`src/rtl/core/bb5_pkg.sv`:
```
`timescale 1ns / 1ps

package bb5_pkg;

  // frame geometry limits
  localparam int MAX_WIDTH  = 256;
  localparam int MAX_HEIGHT = 256;
  localparam int MIN_WIDTH  = 3;
  localparam int CHANNELS   = 3;

  // sample and pixel layout
  localparam int SAMPLE_W  = 8;
  localparam int RGB_CH    = 3;
  localparam int BUS_W     = RGB_CH * SAMPLE_W;
  localparam int PIX_W     = CHANNELS * SAMPLE_W;
  localparam int TAPS      = 5;
  localparam int ROWS_KEPT = TAPS - 1;
  localparam int SLOT_W    = 2;
  localparam int WORD_W    = ROWS_KEPT * PIX_W;

  // counters and configuration
  localparam int COL_W      = $clog2(MAX_WIDTH);
  localparam int CFG_W      = 9;
  localparam int DIM_W      = (COL_W + 1 > CFG_W) ? COL_W + 1 : CFG_W;
  localparam int ROW_W      = 9;
  localparam int CFG_ADDR_W = 2;

  localparam logic [CFG_ADDR_W-1:0] REG_FRAME_WIDTH  = CFG_ADDR_W'(0);
  localparam logic [CFG_ADDR_W-1:0] REG_FRAME_HEIGHT = CFG_ADDR_W'(1);

  // sums and the divide by 25 as multiply and shift
  localparam int COLSUM_W  = 11;
  localparam int WINSUM_W  = 13;
  localparam int DIV_MUL   = 5243;
  localparam int DIV_SHIFT = 17;
  localparam int PROD_W    = 2 * WINSUM_W;

  // which of an item's results is being formed
  localparam logic [1:0] SEL_FULL  = 2'd0;
  localparam logic [1:0] SEL_DROP1 = 2'd1;
  localparam logic [1:0] SEL_DROP2 = 2'd2;

  typedef logic [SAMPLE_W-1:0] sample_t;

  typedef struct packed {
    logic c_load;
    logic d_load;
    logic d_clear;
  } lane_ctl_t;

  typedef struct packed {
    logic valid;
    logic main;
    logic row_end;
    logic eof;
  } res_info_t;

endpackage

```
`src/rtl/core/bb5_merge.sv`:
```
`timescale 1ns / 1ps

module bb5_merge (
  input  logic                                          clk,
  input  logic                                          rst_n,
  input  bb5_pkg::res_info_t                            info,
  output logic                                          d_ready,
  output logic [1:0]                                    sel,
  input  logic [bb5_pkg::CHANNELS-1:0][bb5_pkg::WINSUM_W-1:0] lane_sum,
  output logic                                          out_tvalid,
  input  logic                                          out_tready,
  output logic [bb5_pkg::BUS_W-1:0]                     out_tdata,  // red_out, green_out, blue_out
  output logic                                          out_tlast,  // last_of_run
  output logic                                          out_tuser   // end_of_frame
);
  import bb5_pkg::*;

  logic             d_valid_r;
  logic             d_main_r;
  logic             d_end_r;
  logic             d_eof_r;
  logic [1:0]       d_idx_r;
  logic             is_last;
  logic             fire;
  logic             d_done;
  logic             d_load;
  logic [BUS_W-1:0] quot;
  logic             out_tvalid_r;
  logic [BUS_W-1:0] out_tdata_r;
  logic             out_tlast_r;
  logic             out_tuser_r;

  // result sequencing: none, one or three results per item
  assign is_last = d_end_r ? (d_idx_r == SEL_DROP2) : 1'b1;
  assign fire    = d_valid_r && d_main_r && (!out_tvalid_r || out_tready);
  assign d_done  = !d_valid_r || !d_main_r || (fire && is_last);
  assign d_load  = info.valid && d_done;
  assign d_ready = d_done;
  assign sel     = d_idx_r;

  always_ff @(posedge clk) begin
    if (!rst_n) begin
      d_valid_r <= 1'b0;
      d_idx_r   <= SEL_FULL;
    end else if (d_load) begin
      d_valid_r <= 1'b1;
      d_idx_r   <= SEL_FULL;
    end else if (d_done) begin
      d_valid_r <= 1'b0;
    end else if (fire) begin
      d_idx_r <= 2'(d_idx_r + 2'd1);
    end
  end

  always_ff @(posedge clk) begin
    if (d_load) begin
      d_main_r <= info.main;
      d_end_r  <= info.row_end;
      d_eof_r  <= info.eof;
    end
  end

  // divide each lane sum by 25 via reciprocal multiply
  for (genvar gc = 0; gc < RGB_CH; gc++) begin : g_div
    if (gc < CHANNELS) begin : g_lane
      logic [PROD_W-1:0] prod;
      assign prod = PROD_W'(lane_sum[gc]) * PROD_W'(DIV_MUL);
      assign quot[gc*SAMPLE_W +: SAMPLE_W] = prod[DIV_SHIFT +: SAMPLE_W];
    end else begin : g_none
      assign quot[gc*SAMPLE_W +: SAMPLE_W] = '0;
    end
  end

  // output register
  always_ff @(posedge clk) begin
    if (!rst_n) begin
      out_tvalid_r <= 1'b0;
    end else if (fire) begin
      out_tvalid_r <= 1'b1;
    end else if (out_tready) begin
      out_tvalid_r <= 1'b0;
    end
  end

  always_ff @(posedge clk) begin
    if (fire) begin
      out_tdata_r <= quot;
      out_tlast_r <= is_last;
      out_tuser_r <= d_eof_r && d_end_r && is_last;
    end
  end

  assign out_tvalid = out_tvalid_r;
  assign out_tdata  = out_tdata_r;
  assign out_tlast  = out_tlast_r;
  assign out_tuser  = out_tuser_r;

endmodule

```
`config.mk`:
```
export PLATFORM = sky130hd
export DESIGN_NAME = bb5_merge
export DESIGN_NICKNAME = d
export VERILOG_FILES = /design/src/rtl/core/bb5_pkg.sv /design/src/rtl/core/bb5_merge.sv
export SDC_FILE = /design/constraint.sdc
export NUM_CORES = 1
export LEC_CHECK = 0
export ABC_CLOCK_PERIOD_IN_PS = 9930
export BUFFER_PORTS_ARGS = -buffer_cell sky130_fd_sc_hd__buf_2
export CAP_MARGIN = 20
export CORE_MARGIN = 1.5
export CORE_UTILIZATION = 50
export CTS_CLUSTER_DIAMETER = 60
export DETAILED_ROUTE_END_ITERATION = 16
export PLACE_DENSITY = 0.68
export SYNTH_ARGS = -nofsm -noshare
export SYNTH_HDL_FRONTEND = slang
export SYNTH_SLANG_ARGS = --single-unit
```
`constraint.sdc`:
```
create_clock -name clk -period 9.93 [get_ports clk]
set_input_delay 0.4965 -clock clk [delete_from_list [all_inputs] [get_ports clk]]
set_output_delay 0.4965 -clock clk [all_outputs]
set_load 0.05 [all_outputs]
```
======== Word-level counts from Yosys, hierarchy flattened ========
Index checks and enable logic that the tools add are counted.
word-level totals
  register bits after elaboration ......... 33
  output and inout port bits .............. 30
operators by class
  add/sub/neg operators ................... 1
  multipliers ............................. 3
  equal/unequal tests ..................... 1
  multiplexer cells ....................... 5
  bitwise logic cells ..................... 2
  reduce and logical (&&, ||, !) cells .... 16
operators with widths
  operator                number
  $mul 13x13->25 const B  3
  $logic_and 1x1->1       6
  $mux 1                  5
  $reduce_bool 2->1       2
  $logic_not 1->1         3
  $logic_or 1x1->1        3
  $add 2x1->2 const B     1
  $eq 2x2->1 const B      1
  $not 1->1               2
  $reduce_and 2->1        1
  $reduce_or 2->1         1

======== Logic depth before layout (Yosys ltp) ========
  depth in word-level cells ............... 7
  gate-level depth with buffers ........... 17
  depth with buffers taken out ............ 17

======== Worst setup path after synthesis ========
Ideal clock, no wire load.
  path type ............................... input-to-reg
  start ................................... input lane_sum[35] in the netlist's numbering
  end ..................................... register out_tdata_r[20] (netlist: out_tdata[20]) (data pin)
  arrival time ............................ 4.389 ns
  setup slack ............................. 5.281 ns
  stages .................................. 17
  cells stage by stage .................... fa_1 > ha_1 > inv_1 > fa_1 > inv_1 > fa_1 > inv_1 > fa_1 > inv_1 > ha_1 > nand4_1 > or3_1 > o32ai_1 > a211oi_1 > a21boi_0 > mux2i_1 > nand2_1
between the ends
  cells in the longest elaborated chain, start to end .. 1
ends and longest elaborated chain
  item                          line             text
  from (decl)                   bb5_merge.sv:9   input logic [bb5_pkg::CHANNELS-1:0][bb5_pkg::WINSUM_W-1:0] lane_sum,
  $mul 13x13->25                bb5_merge.sv:67  assign prod = PROD_W'(lane_sum[gc]) * PROD_W'(DIV_MUL);
  net g_div[2].g_lane.prod[21]  bb5_merge.sv:66  logic [PROD_W-1:0] prod;
  to (signal assigned)          bb5_merge.sv:87  out_tdata_r <= quot;
  to (decl)                     bb5_merge.sv:29  logic [BUS_W-1:0] out_tdata_r;
The timed path passes the listed nets, and every way through them passes these cells.
A chain may end at the register's enable or synchronous reset.

======== Worst setup path after layout ========
  start ................................... input lane_sum[10] in the netlist's numbering
  end ..................................... register out_tdata_r[5] (netlist: out_tdata[5]) (data pin)
between the ends
  cells in the longest elaborated chain, start to end .. 1
ends and longest elaborated chain
  item                          line
  $mul 13x13->25                bb5_merge.sv:67
  net g_div[0].g_lane.prod[22]  bb5_merge.sv:66
The timed path passes the listed nets, and every way through them passes these cells.

==> impl_metrics.toml <==
[finish]
multiInputGateArea_mm2 = 0.00801
syn2layout_area_growth_pct = 8.88
layout_commonest_cell = "inv_1"
antenna_cells = 0
final_cell_mix = "279 x inv_1, 271 x ha_1, 168 x fa_1, 75 x buf_2, 29 x edfxtp_1"
seqCellArea_um2 = 951
drive_gt1_share_pct = 8.94
finalNetCount = 1513
fillers = 1765

[power_and_ir_drop]
power.leakage_uw = 0.00602
comb_power_share_pct = 83.1
netSwitchingFraction_pct = 51.0
clkPwrFrac_pct = 7.4
switchingPower_uw = 1250
pwr_density_cell_mw_per_mm2 = 225
p_int_uw = 1200
ir_worst_vdd_mv = 0.127
p_seq_share_pct = 9.5

[floorplanning]
die_area_mm2 = 0.0209
rows = 51
die_width_um = 144
core_area_mm2 = 0.0195
pin_count = 76
initial_core_util_pct = 51.2
die_h_um = 144

[sta]
whs_ns = 0.386
max_slew_margin_pct = 55.3
fin_setup_tns_ns = 0
worst_pin_slew_ns = 0.670
fmax_mhz = 202
layout_setup_ws_ns = 4.97
hold_viol = 0
finClkSkew_ns = 0.00897
fin_crit_ns = 4.96
rsz0062_at_grt = "false"
slew_viol_final = 0
setup_viol = 0
min_period_over_period_pct = 49.9

[setup_path]
worst-setup-path-type = "primary input to flop"
r2r_setup_slack_ns = 8.25
cp.required_ns = 9.96
r2r_start = "sel[0]$_SDFFE_PP0P_"
path_max_fanout = 7
cp-startpoint = "lane_sum[10]"
worstSetupEndpointType = "flop"
worstPathArrival_ns = 4.98
worst_setup_path_start_kind = "primary input"

[routing]
via_count = 6341
routedWlPerCell_um = 14.0
drt-vias-per-instance = 4.90
route.antenna.remaining_nets = 0
drt_first_iter_violations = 172
post-route-drc-count = 0
wl_um = 18200
firstDrtPassIters = 4

[logic_synthesis]
netlist_top_cells_area = "ha_1 34%, fa_1 34%, inv_1 10%, edfxtp_1 8.7%, xnor2_1 1.9%"
synth_cells = 945
syn-cell-area_mm2 = 0.0100
synth_seq_cells = 33
synth_flop_cell = "edfxtp_1"
synthesis.nets = 1430
ys_seq_area_share_pct = 9.51
yosysUniqueCellTypes = 47
yosysTopAreaCellShare_pct = 33.9
async_reset_ff_share_pct = 0
yosysWarnings = 0
synth_edf_count = 29
yosysTopAreaCell = "ha_1"
postSynthAreaPerCell_um2 = 10.6

[global_routing]
grt_pass1_vias = 6753
use_met1_pct = 26.8
grt_max_degree = 22
busiest_layer = "met2"
grt_overflow = 0
grt_use_met2_pct = 32.8
grt_pass1_wl_um = 31400
grtUsageTotal_pct = 19.3
antenna_found_initial = 0
use_met3_pct = 3.21

[placement]
place.detailed.hpwl_um = 17000
routabilityCongestion = 0.889
io_buffers = 75
pre_cts_slack_ns = 4.69

[clock_network]
cts.sinks = 33
htreeDepth = 2
clockRootBuffer = "clkbuf_16"
clk_latency_ns = 0.28
hold_buffers = 0
cts_setup_buffers = 0
ctsResizeCount = 0
cts_tree = "yes"
cts_max_path_buffers = 2
numCtsBuffers = 5
path_clk_slew_ns = 0.06

[min_path]
worst_hold_startpoint = "info[1]"
hold_class = "primary input to flop"

[outcome]
status = "finished, final reports clean"

[run]
drv_cap = 0
==> power by group through the flow <==
stage               clock, uW  sequential, uW  combinational (uW)
floorplan                   0             319                1460
global placement            0             236                2000
CTS                       184             234                2070
global route              191             236                2380
detailed placement          0             236                2050
finish                    180             233                2030
==> state kept, by name, indices dropped and copies added (netlist names) <==
| register | count |
|---|---|
| d_end_r | 1 |
| out_tvalid | 1 |
| d_eof_r | 1 |
| out_tdata | 24 |
| sel | 2 |
| out_tlast | 1 |
| d_valid_r | 1 |
| out_tuser | 1 |
| d_main_r | 1 |
==> synth_stat cells, types with 3 or more instances <==
cell,instances
a21oi_1,23
nor2b_1,3
xnor2_1,22
o21a_1,4
a211oi_1,5
nand3_1,8
o21bai_1,4
inv_1,279
o211ai_1,3
nor3_1,7
xor2_1,10
nand2b_1,3
a21boi_0,3
nand4_1,4
and3_1,7
nand2_1,15
dfxtp_1,4
a21o_1,9
edfxtp_1,29
ha_1,271
o21ai_0,15
nor2_1,16
fa_1,168
and2_1,4
==> final timing paths <==
check,to,cells past startpoint
setup reg to reg,sel[1]$_SDFFE_PP0P_,8
setup / recovery,out_tdata[5]$_DFFE_PP_,15
hold reg to reg,sel[1]$_SDFFE_PP0P_,2
hold / removal,d_end_r$_DFFE_PP_,1
==> routing by layer <==
layer / up-vias / share of wire, %
li1: 3195 / -
met1: 3056 / 48
met2: 84 / 48
met3: 6 / 4.0
met4: 0 / 0.46
met5: - / 0
==> layout make-up <==
cell class,instances,area share [%]
clock inverters,3,0.425
multi-input cells,633,73.5
well taps,265,3.04
flip-flops and latches,33,8.73
repair buffers,76,3.52
inverters,279,9.62
clock buffers,5,1.15
==> metrics by stage <==
stage               power [uW]  util [%]  instances  cell area, um^2
floorplan                 1780         -        945            10000
global placement          2240      54.9       1286            10700
detailed placement        2280      54.9       1286            10700
CTS                       2490      55.8       1294            10900
global route              2810      55.8       1294            10900
finish                    2450      55.8       1294            10900
==> critical path, cell delays in order <==
cell      delay [ns]
buf_2           0.22
ha_1            0.30
fa_1            0.47
fa_1            0.52
inv_1           0.05
fa_1            0.49
fa_1            0.49
inv_1           0.04
ha_1            0.30
and4_2          0.20
a222oi_1        0.58
a211oi_2        0.21
a21oi_1         0.32
o21ai_0         0.14
xor2_1          0.15
==> cells by family after synthesis <==
logic type | Yosys count | share of synthesized area (%)
AND/OR/NAND/NOR | 76 | 3.92
adder cells (fa/ha/maj) | 439 | 67.5
buffers and inverters | 279 | 10.5
AO/OA/AOI/OAI | 84 | 5.58
XOR/XNOR | 32 | 2.80
multiplexers | 2 | 0.200
flip-flops | 33 | 9.51
Power figures use the tool's default switching activity.
