## src/rtl/core/bb5_pkg.sv

```systemverilog
`timescale 1ns / 1ps

package bb5_pkg;

  // frame geometry limits
  localparam int MAX_WIDTH  = 256;
  localparam int MAX_HEIGHT = 256;
  localparam int MIN_WIDTH  = 3;
  localparam int CHANNELS   = 3;

  // sample and pixel layout
  localparam int SAMPLE_W  = 8;
  localparam int RGB_CH    = 3;
  localparam int BUS_W     = RGB_CH * SAMPLE_W;
  localparam int PIX_W     = CHANNELS * SAMPLE_W;
  localparam int TAPS      = 5;
  localparam int ROWS_KEPT = TAPS - 1;
  localparam int SLOT_W    = 2;
  localparam int WORD_W    = ROWS_KEPT * PIX_W;

  // counters and configuration
  localparam int COL_W      = $clog2(MAX_WIDTH);
  localparam int CFG_W      = 9;
  localparam int DIM_W      = (COL_W + 1 > CFG_W) ? COL_W + 1 : CFG_W;
  localparam int ROW_W      = 9;
  localparam int CFG_ADDR_W = 2;

  localparam logic [CFG_ADDR_W-1:0] REG_FRAME_WIDTH  = CFG_ADDR_W'(0);
  localparam logic [CFG_ADDR_W-1:0] REG_FRAME_HEIGHT = CFG_ADDR_W'(1);

  // sums and the divide by 25 as multiply and shift
  localparam int COLSUM_W  = 11;
  localparam int WINSUM_W  = 13;
  localparam int DIV_MUL   = 5243;
  localparam int DIV_SHIFT = 17;
  localparam int PROD_W    = 2 * WINSUM_W;

  // which of an item's results is being formed
  localparam logic [1:0] SEL_FULL  = 2'd0;
  localparam logic [1:0] SEL_DROP1 = 2'd1;
  localparam logic [1:0] SEL_DROP2 = 2'd2;

  typedef logic [SAMPLE_W-1:0] sample_t;

  typedef struct packed {
    logic c_load;
    logic d_load;
    logic d_clear;
  } lane_ctl_t;

  typedef struct packed {
    logic valid;
    logic main;
    logic row_end;
    logic eof;
  } res_info_t;

endpackage

```

## src/rtl/core/bb5_lane.sv

```systemverilog
`timescale 1ns / 1ps

module bb5_lane (
  input  logic                                        clk,
  input  bb5_pkg::lane_ctl_t                          ctl,
  input  logic [bb5_pkg::ROWS_KEPT-1:0]               slot_en,
  input  logic [bb5_pkg::ROWS_KEPT*bb5_pkg::SAMPLE_W-1:0] slot_px,
  input  bb5_pkg::sample_t                            sample,
  input  logic [1:0]                                  sel,
  output logic [bb5_pkg::WINSUM_W-1:0]                win_sum
);
  import bb5_pkg::*;

  logic [COLSUM_W-1:0] col_sum;
  logic [COLSUM_W-1:0] cs_r;
  logic [COLSUM_W-1:0] win_r [TAPS];
  logic [WINSUM_W-1:0] sum_r;

  // vertical sum of the five rows of this column
  always_comb begin
    col_sum = COLSUM_W'(sample);
    for (int s = 0; s < ROWS_KEPT; s++) begin
      if (slot_en[s]) begin
        col_sum = COLSUM_W'(col_sum + COLSUM_W'(slot_px[s*SAMPLE_W +: SAMPLE_W]));
      end
    end
  end

  always_ff @(posedge clk) begin
    if (ctl.c_load) begin
      cs_r <= col_sum;
    end
  end

  // window of column sums with running total, cleared at row start
  always_ff @(posedge clk) begin
    if (ctl.d_load) begin
      if (ctl.d_clear) begin
        for (int t = 0; t < TAPS - 1; t++) begin
          win_r[t] <= '0;
        end
        win_r[TAPS-1] <= cs_r;
        sum_r         <= WINSUM_W'(cs_r);
      end else begin
        for (int t = 0; t < TAPS - 1; t++) begin
          win_r[t] <= win_r[t+1];
        end
        win_r[TAPS-1] <= cs_r;
        sum_r         <= WINSUM_W'(sum_r - WINSUM_W'(win_r[0]) + WINSUM_W'(cs_r));
      end
    end
  end

  // past the row end, zero columns push the oldest ones out
  always_comb begin
    unique case (sel)
      SEL_FULL:  win_sum = sum_r;
      SEL_DROP1: win_sum = WINSUM_W'(sum_r - WINSUM_W'(win_r[0]));
      SEL_DROP2: win_sum = WINSUM_W'(sum_r - WINSUM_W'(win_r[0]) - WINSUM_W'(win_r[1]));
      default:   win_sum = sum_r;
    endcase
  end

endmodule

```

## config.mk

```make
export PLATFORM = sky130hd
export DESIGN_NAME = bb5_lane
export DESIGN_NICKNAME = d
export VERILOG_FILES = /design/src/rtl/core/bb5_pkg.sv /design/src/rtl/core/bb5_lane.sv
export SDC_FILE = /design/constraint.sdc
export NUM_CORES = 1
export LEC_CHECK = 0
export BUFFER_PORTS_ARGS = -buffer_cell sky130_fd_sc_hd__buf_2
export CORE_ASPECT_RATIO = 1.2
export CORE_MARGIN = 2
export CORE_UTILIZATION = 40
export CTS_CLUSTER_SIZE = 30
export DETAILED_ROUTE_END_ITERATION = 8
export HOLD_SLACK_MARGIN = 0.05
export PLACE_DENSITY_LB_ADDON = 0.15
export SKIP_CTS_REPAIR_TIMING = 1
export SLEW_MARGIN = 20
export SYNTH_ARGS = -nofsm -noshare
export SYNTH_HDL_FRONTEND = slang
export SYNTH_SLANG_ARGS = --single-unit
```

## constraint.sdc

```tcl
create_clock -name clk -period 6.85 [get_ports clk]
set_clock_uncertainty 0.1 [all_clocks]
set_input_delay 0.685 -clock clk [delete_from_list [all_inputs] [get_ports clk]]
set_output_delay 0.685 -clock clk [all_outputs]
set_load 0.02 [all_outputs]
```

### Word level (Yosys, flattened, before mapping)

Memories as Yosys holds them, arrays and structs flattened.
Index checks and enable logic that the tools add are counted.

* register bits after elaboration: 24
* latch bits: 0
* memory bits (writable): 55
* ROM bits: 0
* input port bits: 50
* output and inout bits: 13
* logic and storage cells: 35
* memories: 1

Memory list
* win_r: words 5, width 11, read ports 5, clocked after Yosys merged registers in 0, write ports 5, line bb5_lane.sv:16 `logic [COLSUM_W-1:0] win_r [TAPS];`

* add/subtract/negate cells: 7
* multiply operators: 0
* div/mod/pow operators: 0
* magnitude comparators: 0
* eq/ne operators: 2
* shift operators: 0
* muxes and demuxes: 17
* bitwise logic cells: 5
* reduce and logical (&&, ||, !) cells: 0

Operator list (count)
* 11-bit two-way mux: 9
* 11-bit by 8-bit adder with 11-bit output: 3
* 13-bit case mux with 2 select lines: 1
* 13-bit by 11-bit subtractor with 13-bit output: 2
* 13-bit by 11-bit adder with 13-bit output: 1
* 8-bit by 8-bit adder with 9-bit output: 1
* 9-bit two-way mux: 1
* 1-bit two-way mux: 6
* 1-bit bitwise OR: 5
* 2-bit by 1-bit == test with 1-bit output, second input constant: 1
* 2-bit == test, second input constant: 1

### Depth between registers and ports, before layout

Gate-level depths: netlist of run 1.

* depth in word-level cells: 8
* mapped depth: 27
* depth with buffers taken out: 27

### Worst setup path before layout of run 1

OpenSTA, ideal clock, no wires.

* path kind: in2reg
* from: input slot_px[0] (netlist name)
* to: register cs_r[9], data pin
* library setup time: 267 ps
* arrival: 4936 ps
* required time: 6483 ps
* path slack: 1548 ps
* cell stages on the path: 24
* path buffers: 0
* cells stage by stage: ha_1 -> fa_1 -> mux2_2 -> ha_1 -> a21o_1 -> a211oi_1 -> o21ai_0 -> o21a_1 -> ha_1 -> nand2_1 -> nor2_1 -> a211o_1 -> o22a_1 -> a21oi_1 -> xor2_1 -> a21oi_1 -> ha_1 -> and3_1 -> a21oi_1 -> o21ai_1 -> nand2b_1 -> mux2i_1 -> a21oi_1 -> xor2_1

* longest elaborated chain between the ends: 8

RTL lines
* start: declaration: line bb5_lane.sv:7 `input logic [bb5_pkg::ROWS_KEPT*bb5_pkg::SAMPLE_W-1:0] slot_px,`
* 8-bit by 8-bit adder with 9-bit output (*): line bb5_lane.sv:24 `col_sum = COLSUM_W'(col_sum + COLSUM_W'(slot_px[s*SAMPLE_W +: SAMPLE_W]));`
* 9-bit two-way mux (*): line bb5_lane.sv:23 `if (slot_en[s]) begin`
* 11-bit by 8-bit adder with 11-bit output: line bb5_lane.sv:24
* 11-bit two-way mux (*): line bb5_lane.sv:23
* 11-bit by 8-bit adder with 11-bit output: line bb5_lane.sv:24
* 11-bit two-way mux (*): line bb5_lane.sv:23
* 11-bit by 8-bit adder with 11-bit output: line bb5_lane.sv:24
* 11-bit two-way mux (*): line bb5_lane.sv:23
* net col_sum[9]: line bb5_lane.sv:14 `logic [COLSUM_W-1:0] col_sum;`
* end signal: assignment: line bb5_lane.sv:31 `cs_r <= col_sum;`
* end: declaration: line bb5_lane.sv:15 `logic [COLSUM_W-1:0] cs_r;`

Mark *: on every way through the listed nets, which the timed path passes. The rest lies on a longest branch.
A chain may end at the register's enable or synchronous reset.

### Final worst setup path of run 1

Ends and elaborated chain as after synthesis.

==> run_results.csv, run 1 <==
group,metric,value,unit
outcome,outcome,"completed",
synth,synth_enable_flop_cells,79,
synth,synth_seq_cells,79,
cells_and_area,layout-drive-gt1-share,0.151,
global_routing,grt_max_degree,38,
synth,netlist_top_cells_area,"edfxtp_1 (37%), ha_1 (13%), xnor2_1 (4.4%)",
worst_setup_path,cp_max_fo,4,
pwr,p_clk_frac,0.143,
global_routing,grt_pass1_wl,23.3,mm
pwr,p_seq_frac,0.223,
placement,hpwl,10.9,mm
pwr,p_sw_frac,0.426,
clock_network,clock_latency,0.33,ns
synth,avgSynthCellArea,9.96,um2
routing,drt-total-wl,13.6,mm
synth,synthArstFlopShare,0,
pwr,p_comb_frac,0.634,
cells_and_area,diodes,0,
global_routing,overflow,0,
sta,tightest_slew,0.861,ns
cells_and_area,nets,822,
sta,max_freq,177,MHz
floorplanning,die_area,16900,um2
synth,synth.top_cell.area_share,0.373,
placement,numPortBuffers,62,
min_path,hp-class,"flip-flop to flip-flop",
synth,netlist_instances,639,
synth,syn_area,6370,um2
synth,ys_seq_area_frac,0.373,
clock_network,cts_buffers,9,
floorplanning,die_y,142,um
routing,drtAntennaViolNets,0,
routing,drc,0,
synth,ys_types,60,
sta,slew-limit-headroom,0.426,
floorplanning,die-width,119,um
pwr,powerDensity,447,nW/um2
clock_network,clk_path_buf_depth,2,
worst_setup_path,reg2reg_to,"sum_r[12]",
worst_setup_path,cp-end-kind,"flip-flop",
pwr,internal-power,1.84,mW
floorplanning,coreArea,15600,um2
pwr,switchingPower,1.36,mW
clock_network,cts_sinks,79,
min_path,worstHoldStart,"cs_r[8]",
cells_and_area,syn_to_final_growth,12.4,%
synth,synth_top_area_cell,"edfxtp_1",
sta,rsz0062_at_grt,"false",
synth,yosysWarnings,0,
sta,period_share,0.824,
clock_network,clk_pin_slew,0.06,ns
synth,synthesis.nets,763,
synth,synth_ff_type,"edfxtp_1",
global_routing,grt_pass1_vias,5002,
routing,drtIter0Drc,205,
sta,min_period,5.64,ns
routing,avgViaCountPerCell,5.25,
floorplanning,ios,63,
pwr,power,3.20,mW
sta,slew_viol_final,0,
global_routing,antenna_found_initial,0,
worst_setup_path,ff2ff_path_depth,16,
min_path,holdPathStages,0,
min_path,min_to,"win_r[0][52]",
routing,vias,4782,
placement,gp_congestion,0.810,
pwr,leakage,3.03,nW
sta,setup_viol_count_final,0,
floorplanning,rows,50,
worst_setup_path,startpoint_type,"primary input",
worst_setup_path,regToRegStartpoint,"sum_r[0]",
sta,hold_violations,0,
floorplanning,start_util,0.409,
routing,wl_per_cell,15.0,um
routing,first_pass_iters,4,
sta,finalSetupTns,0,ns
pwr,irDropWorstVdd,0.191,mV
worst_setup_path,path_class,"primary input to flip-flop",
clock_network,cts_max_level,3,
global_routing,groute.usage.overall,0.172,
worst_setup_path,rrSetupSlack,2.84,ns
job,max_cap_viol_count,0,
clock_network,cts_tree,"yes",
clock_network,clockRootBuffer,"clkbuf_16",
worst_setup_path,worstPathArrival,5.61,ns
worst_setup_path,crit_required,6.82,ns
## worst max-delay path by stage
stage	start	endpoint	slack, ns	cells after the start
floorplan	slot_px[0]	cs_r[9]	1.55	24
global placement	slot_px[0]	cs_r[9]	0.97	26
detailed placement	slot_px[0]	cs_r[9]	0.84	26
CTS	slot_px[0]	cs_r[9]	1.18	26
global route	slot_px[0]	cs_r[9]	0.75	26
finish	slot_px[0]	cs_r[9]	1.21	26
## registers in the layout (all words and copies together) (netlist names)
signal / cells
cs_r: 11
sum_r: 13
win_r: 55
## cells in the mapped netlist (12+ instances only)
| cell | count |
|---|---|
| xnor2_1 | 32 |
| edfxtp_1 | 79 |
| mux2_2 | 14 |
| ha_1 | 67 |
| clkbuf_1 | 13 |
| o21ai_1 | 14 |
| a21oi_1 | 36 |
| a21o_1 | 14 |
| o21ai_0 | 34 |
| nand2_1 | 35 |
| nor2b_1 | 12 |
| xor2_1 | 13 |
| inv_1 | 55 |
| o21a_1 | 19 |
| and2_1 | 44 |
| nor2_1 | 43 |
## final cells by class
cell class,count,area (um2)
timing repair buffer,64,325
tap,208,260
sequential,79,2370
clock inverter,6,51.3
clock buffer,10,229
fill,1469,8420
inverter,55,206
multi-input combinational,489,3710
## critical path: stages
cell,delay (ns)
buf_2,0.10
ha_1,0.21
fa_1,0.44
xnor2_1,0.18
a21oi_1,0.29
ha_1,0.34
o21ai_1,0.18
nor2_1,0.08
o21ai_0,0.17
a22oi_1,0.11
mux2i_1,0.28
inv_1,0.08
ha_1,0.23
or2_1,0.26
o22a_1,0.27
a21oi_1,0.20
xor2_1,0.20
a21oi_1,0.10
ha_1,0.35
and3_1,0.20
a21oi_1,0.11
o21ai_1,0.12
nand2b_1,0.11
mux2i_1,0.07
a21oi_1,0.18
xor2_1,0.09
## kinds of logic (layout without fill, tap and decap cells)
| kind of cell | after synthesis | after routing | share of synthesized area |
|---|---|---|---|
| adder cells (fa/ha/maj) | 74 | 74 | 0.154 |
| buffers and inverters | 71 | 135 | 0.0444 |
| AND/OR/NAND/NOR | 164 | 164 | 0.129 |
| XOR/XNOR | 45 | 45 | 0.0619 |
| flip-flops | 79 | 79 | 0.373 |
| AO/OA/AOI/OAI | 186 | 186 | 0.204 |
| multiplexers | 20 | 20 | 0.0348 |
## power groups by stage
stage	sequential (mW)	combinational [mW]	clock (mW)
after floorplan	0.699	1.62	0
after global placement	0.721	1.96	0
after detailed placement	0.724	2.02	0
after CTS	0.715	2.04	0.468
after global routing	0.726	2.29	0.482
final	0.713	2.03	0.456
## cells in the final DEF, fill, tap and decap left out, types with 8 or more instances in the layout
master / netlist / routed
ha_1: 67 / 67
edfxtp_1: 79 / 79
a211oi_1: 8 / 8
nand2_1: 35 / 35
o21a_1: 19 / 19
nor3_1: 8 / 8
nor2_1: 43 / 43
o21ai_1: 14 / 14
a21oi_1: 36 / 36
nor2b_1: 12 / 11
xnor2_1: 32 / 32
mux2_2: 14 / 14
a21o_1: 14 / 14
and2_1: 44 / 44
o21ai_0: 34 / 34
xor2_1: 13 / 13
clkbuf_16: 0 / 9
buf_2: 1 / 62
inv_1: 55 / 55
## metrics by stage
stage	util	hold slack [ns]	setup slack, ns	instance area [um2]	std cells
2_1_floorplan	-	0.351	1.55	6370	639
3_3_place_gp	0.442	0.392	0.972	6880	895
3_5_place_dp	0.442	0.395	0.837	6880	895
4_1_cts	0.460	0.410	1.18	7160	911
5_1_grt	0.460	0.426	0.748	7160	911
6_report	0.460	0.402	1.21	7160	911
## per-layer routing
metal,share of wire,up-vias,GRT usage
met3,0.025,18,0.0176
li1,-,2441,-
met5,0,-,0
met1,0.43,2248,0.196
met4,0.022,0,0.0708
met2,0.52,75,0.325
No activity file was read; power rests on OpenSTA's default activity.
==> run 2, diff against run 1 <==
==> constraint.sdc (replaced) <==
create_clock -name clk -period 4.7 [get_ports clk]
set_clock_uncertainty 0.1 [all_clocks]
set_input_delay 0.47 -clock clk [delete_from_list [all_inputs] [get_ports clk]]
set_output_delay 0.47 -clock clk [all_outputs]
set_load 0.02 [all_outputs]
==> run 2 against run 1 <==
Compared with the run above:
- the flow now finishes with violations (negative setup slack)
- worst hold slack better by 0.010 ns
- critical path depth is 2 lower
- clock power is 55% higher
- combinational power is 68% higher
- clock-buffer cell count is 1 lower
- sequential share of layout area is 4.1 points lower
- wire length is 7.7% higher
- highest routed layer unchanged
- non-clock buffer count is 76 higher
- core utilization is 6.4 points higher
- flip-flop and latch count stayed put
- die area stayed put
==> run_results.csv, run 2 (synthesized netlist as in run 1, its figures left out) <==
group,metric,value,unit
outcome,outcome,"complete, but fails checks",
outcome,violations,"negative setup slack",
clock_network,cts_tree,"yes",
routing,met3_length,411,um
placement,hpwl,11.4,mm
clock_network,clockRootBuffer,"clkbuf_16",
clock_network,clk_pin_slew,0.06,ns
floorplanning,die-width,119,um
cells_and_area,regMostFlops,"win_r",
global_routing,grt_pass1_wl,23.8,mm
floorplanning,die_y,142,um
sta,rsz0062_at_grt,"true",
sta,hold_violations,0,
placement,place_area,7450,um2
clock_network,clk_path_buf_depth,2,
worst_setup_path,cp_max_fo,4,
cells_and_area,filler_cell_count,1445,
sta,period_share,1.06,
floorplanning,die_area,16900,um2
worst_setup_path,worstPathArrival,4.95,ns
clock_network,cts_max_level,3,
global_routing,groute.usage.overall,0.173,
worst_setup_path,cp_common_cell,"o31a_1",
routing,avgViaCountPerCell,5.18,
worst_setup_path,cp_slowest_stage_delay,0.40,ns
floorplanning,rows,50,
cells_and_area,layout-drive-gt1-share,0.309,
floorplanning,ios,63,
worst_setup_path,crit_family,"compound AO/OA/AOI/OAI gates",
clock_network,cts_sinks,79,
worst_setup_path,cpMaxStageDelayCell,"fa_2",
sta,slew-limit-headroom,0.404,
sta,timing.hold.ws,0.413,ns
cells_and_area,syn_to_final_growth,28.2,%
placement,numPortBuffers,62,
sta,setup_ws,-0.267,ns
routing,drtIter0Drc,161,
min_path,hp-class,"flip-flop to flip-flop",
worst_setup_path,crit_required,4.68,ns
routing,wl_per_cell,14.9,um
job,max_cap_viol_count,0,
routing,top_layer,"met4",
placement,preCtsSetupSlack,-0.678,ns
sta,tightest_slew,0.894,ns
worst_setup_path,path_cells,"buf_8 > ha_4 > fa_2 > a21oi_2 > nor2_1 > nor3_2 > o22ai_2 > ha_1 > o21a_1 > o31a_1 > a21oi_1 > mux2_4 > ha_4 > o21a_1 > o31a_1 > a211oi_1 > a21o_1 > ha_4 > nor2b_1 > o31a_1 > o31a_1 > o21ai_1 > a21oi_1 > a41o_1",
cells_and_area,nets,898,
cells_and_area,reg_top3,"win_r (55), sum_r (13), cs_r (11)",
routing,wl_met2,7.87,mm
floorplanning,coreArea,15600,um2
pwr,powerDensity,632,nW/um2
cells_and_area,largest_reg_flops,55,
routing,wl_met1,6.17,mm
sta,max_freq,201,MHz
worst_setup_path,cp-end-kind,"flip-flop",
pwr,leakage,3.47,nW
routing,first_pass_iters,4,
sta,slew_viol_final,0,
clock_network,clock_latency,0.33,ns
cells_and_area,layout_common_cells,"edfxtp_1 (79), buf_4 (76), buf_2 (58), ha_1 (54), inv_1 (52)",
clock_network,cts_buffers,9,
cells_and_area,fin_area,8160,um2
routing,drt-total-wl,14.7,mm
routing,drtAntennaViolNets,0,
sta,min_period,4.97,ns
pwr,irDropWorstVdd,0.241,mV
global_routing,overflow,0,
worst_setup_path,path_class,"primary input to flip-flop",
floorplanning,start_util,0.409,
global_routing,antenna_found_initial,0,
global_routing,grt_pass1_vias,5236,
sta,setup_viol_count_final,4,
placement,gp_congestion,0.828,
cells_and_area,final_common_cell,"edfxtp_1",
worst_setup_path,startpoint_type,"primary input",
cells_and_area,diodes,0,
worst_setup_path,cp_num_buf_inv,1,
routing,vias,5105,
global_routing,grt_max_degree,69,
routing,drc,0,
-- run 2: changes by cell type in the layout (fill, tap and decap cells not counted), sizes merged --
cell      before  now
clkinvlp       0    1
clkinv         5    2
clkbuf        10    9
buf           64  140
bufinv         1    2
-- run 2: per-layer routing --
layer,up-vias,track usage
li1,2591,-
met1,2418,0.196
met5,-,0
met3,16,0.0240
met2,80,0.333
met4,0,0.0576
-- run 2: area by class of cell --
class                      count  area (um2)  share of cell area
clock buffer                   9         225              0.0276
clock inverter                 5        75.1             0.00920
sequential                    79        2370               0.291
inverter                      55         206              0.0253
tap                          208         260              0.0319
multi-input combinational    489        4090               0.501
timing repair buffer         140         932               0.114
-- run 2: power breakdown --
group / switching [mW] / internal (mW) / leakage [nW]
clock: 0.252 / 0.455 / 0.142
sequential: 0.0810 / 0.958 / 0.796
combinational: 1.78 / 1.63 / 2.53
total: 2.11 / 3.04 / 3.47
-- run 2: worst register-to-register path, cell delays in order (launching register included) --
cell,delay [ns]
edfxtp_1,0.37
inv_2,0.09
ha_4,0.13
inv_1,0.05
fa_2,0.41
a211oi_4,0.27
nor2_2,0.07
o21a_1,0.19
nor2_2,0.15
xnor2_2,0.11
buf_4,0.15
ha_1,0.22
or3_1,0.41
o32a_1,0.41
a41oi_1,0.30
a21oi_1,0.13
xor2_1,0.15
nor2_1,0.05
-- run 2: path summary, 6_finish.rpt --
kind | start | endpoint | slack (ns) | cells past startpoint
worst min-delay path | win_r[0][32] | win_r[0][21] | 0.41 | 1
worst max-delay path | sample[0] | cs_r[10] | -0.27 | 24
worst max register to register | sum_r[0] | sum_r[12] | 0.69 | 17
worst min register to register | win_r[0][32] | win_r[0][21] | 0.41 | 1
-- run 2: stage by stage --
| stage | setup TNS (ns) | std cells | util | total power, mW |
|---|---|---|---|---|
| after floorplan | -0.283 | 639 | - | 3.41 |
| after global placement | -2.22 | 957 | 0.479 | 4.09 |
| after detailed placement | -2.55 | 957 | 0.479 | 4.18 |
| after CTS | -1.06 | 971 | 0.498 | 4.91 |
| after global routing | -1.77 | 985 | 0.524 | 5.60 |
| final | -0.573 | 985 | 0.524 | 5.16 |
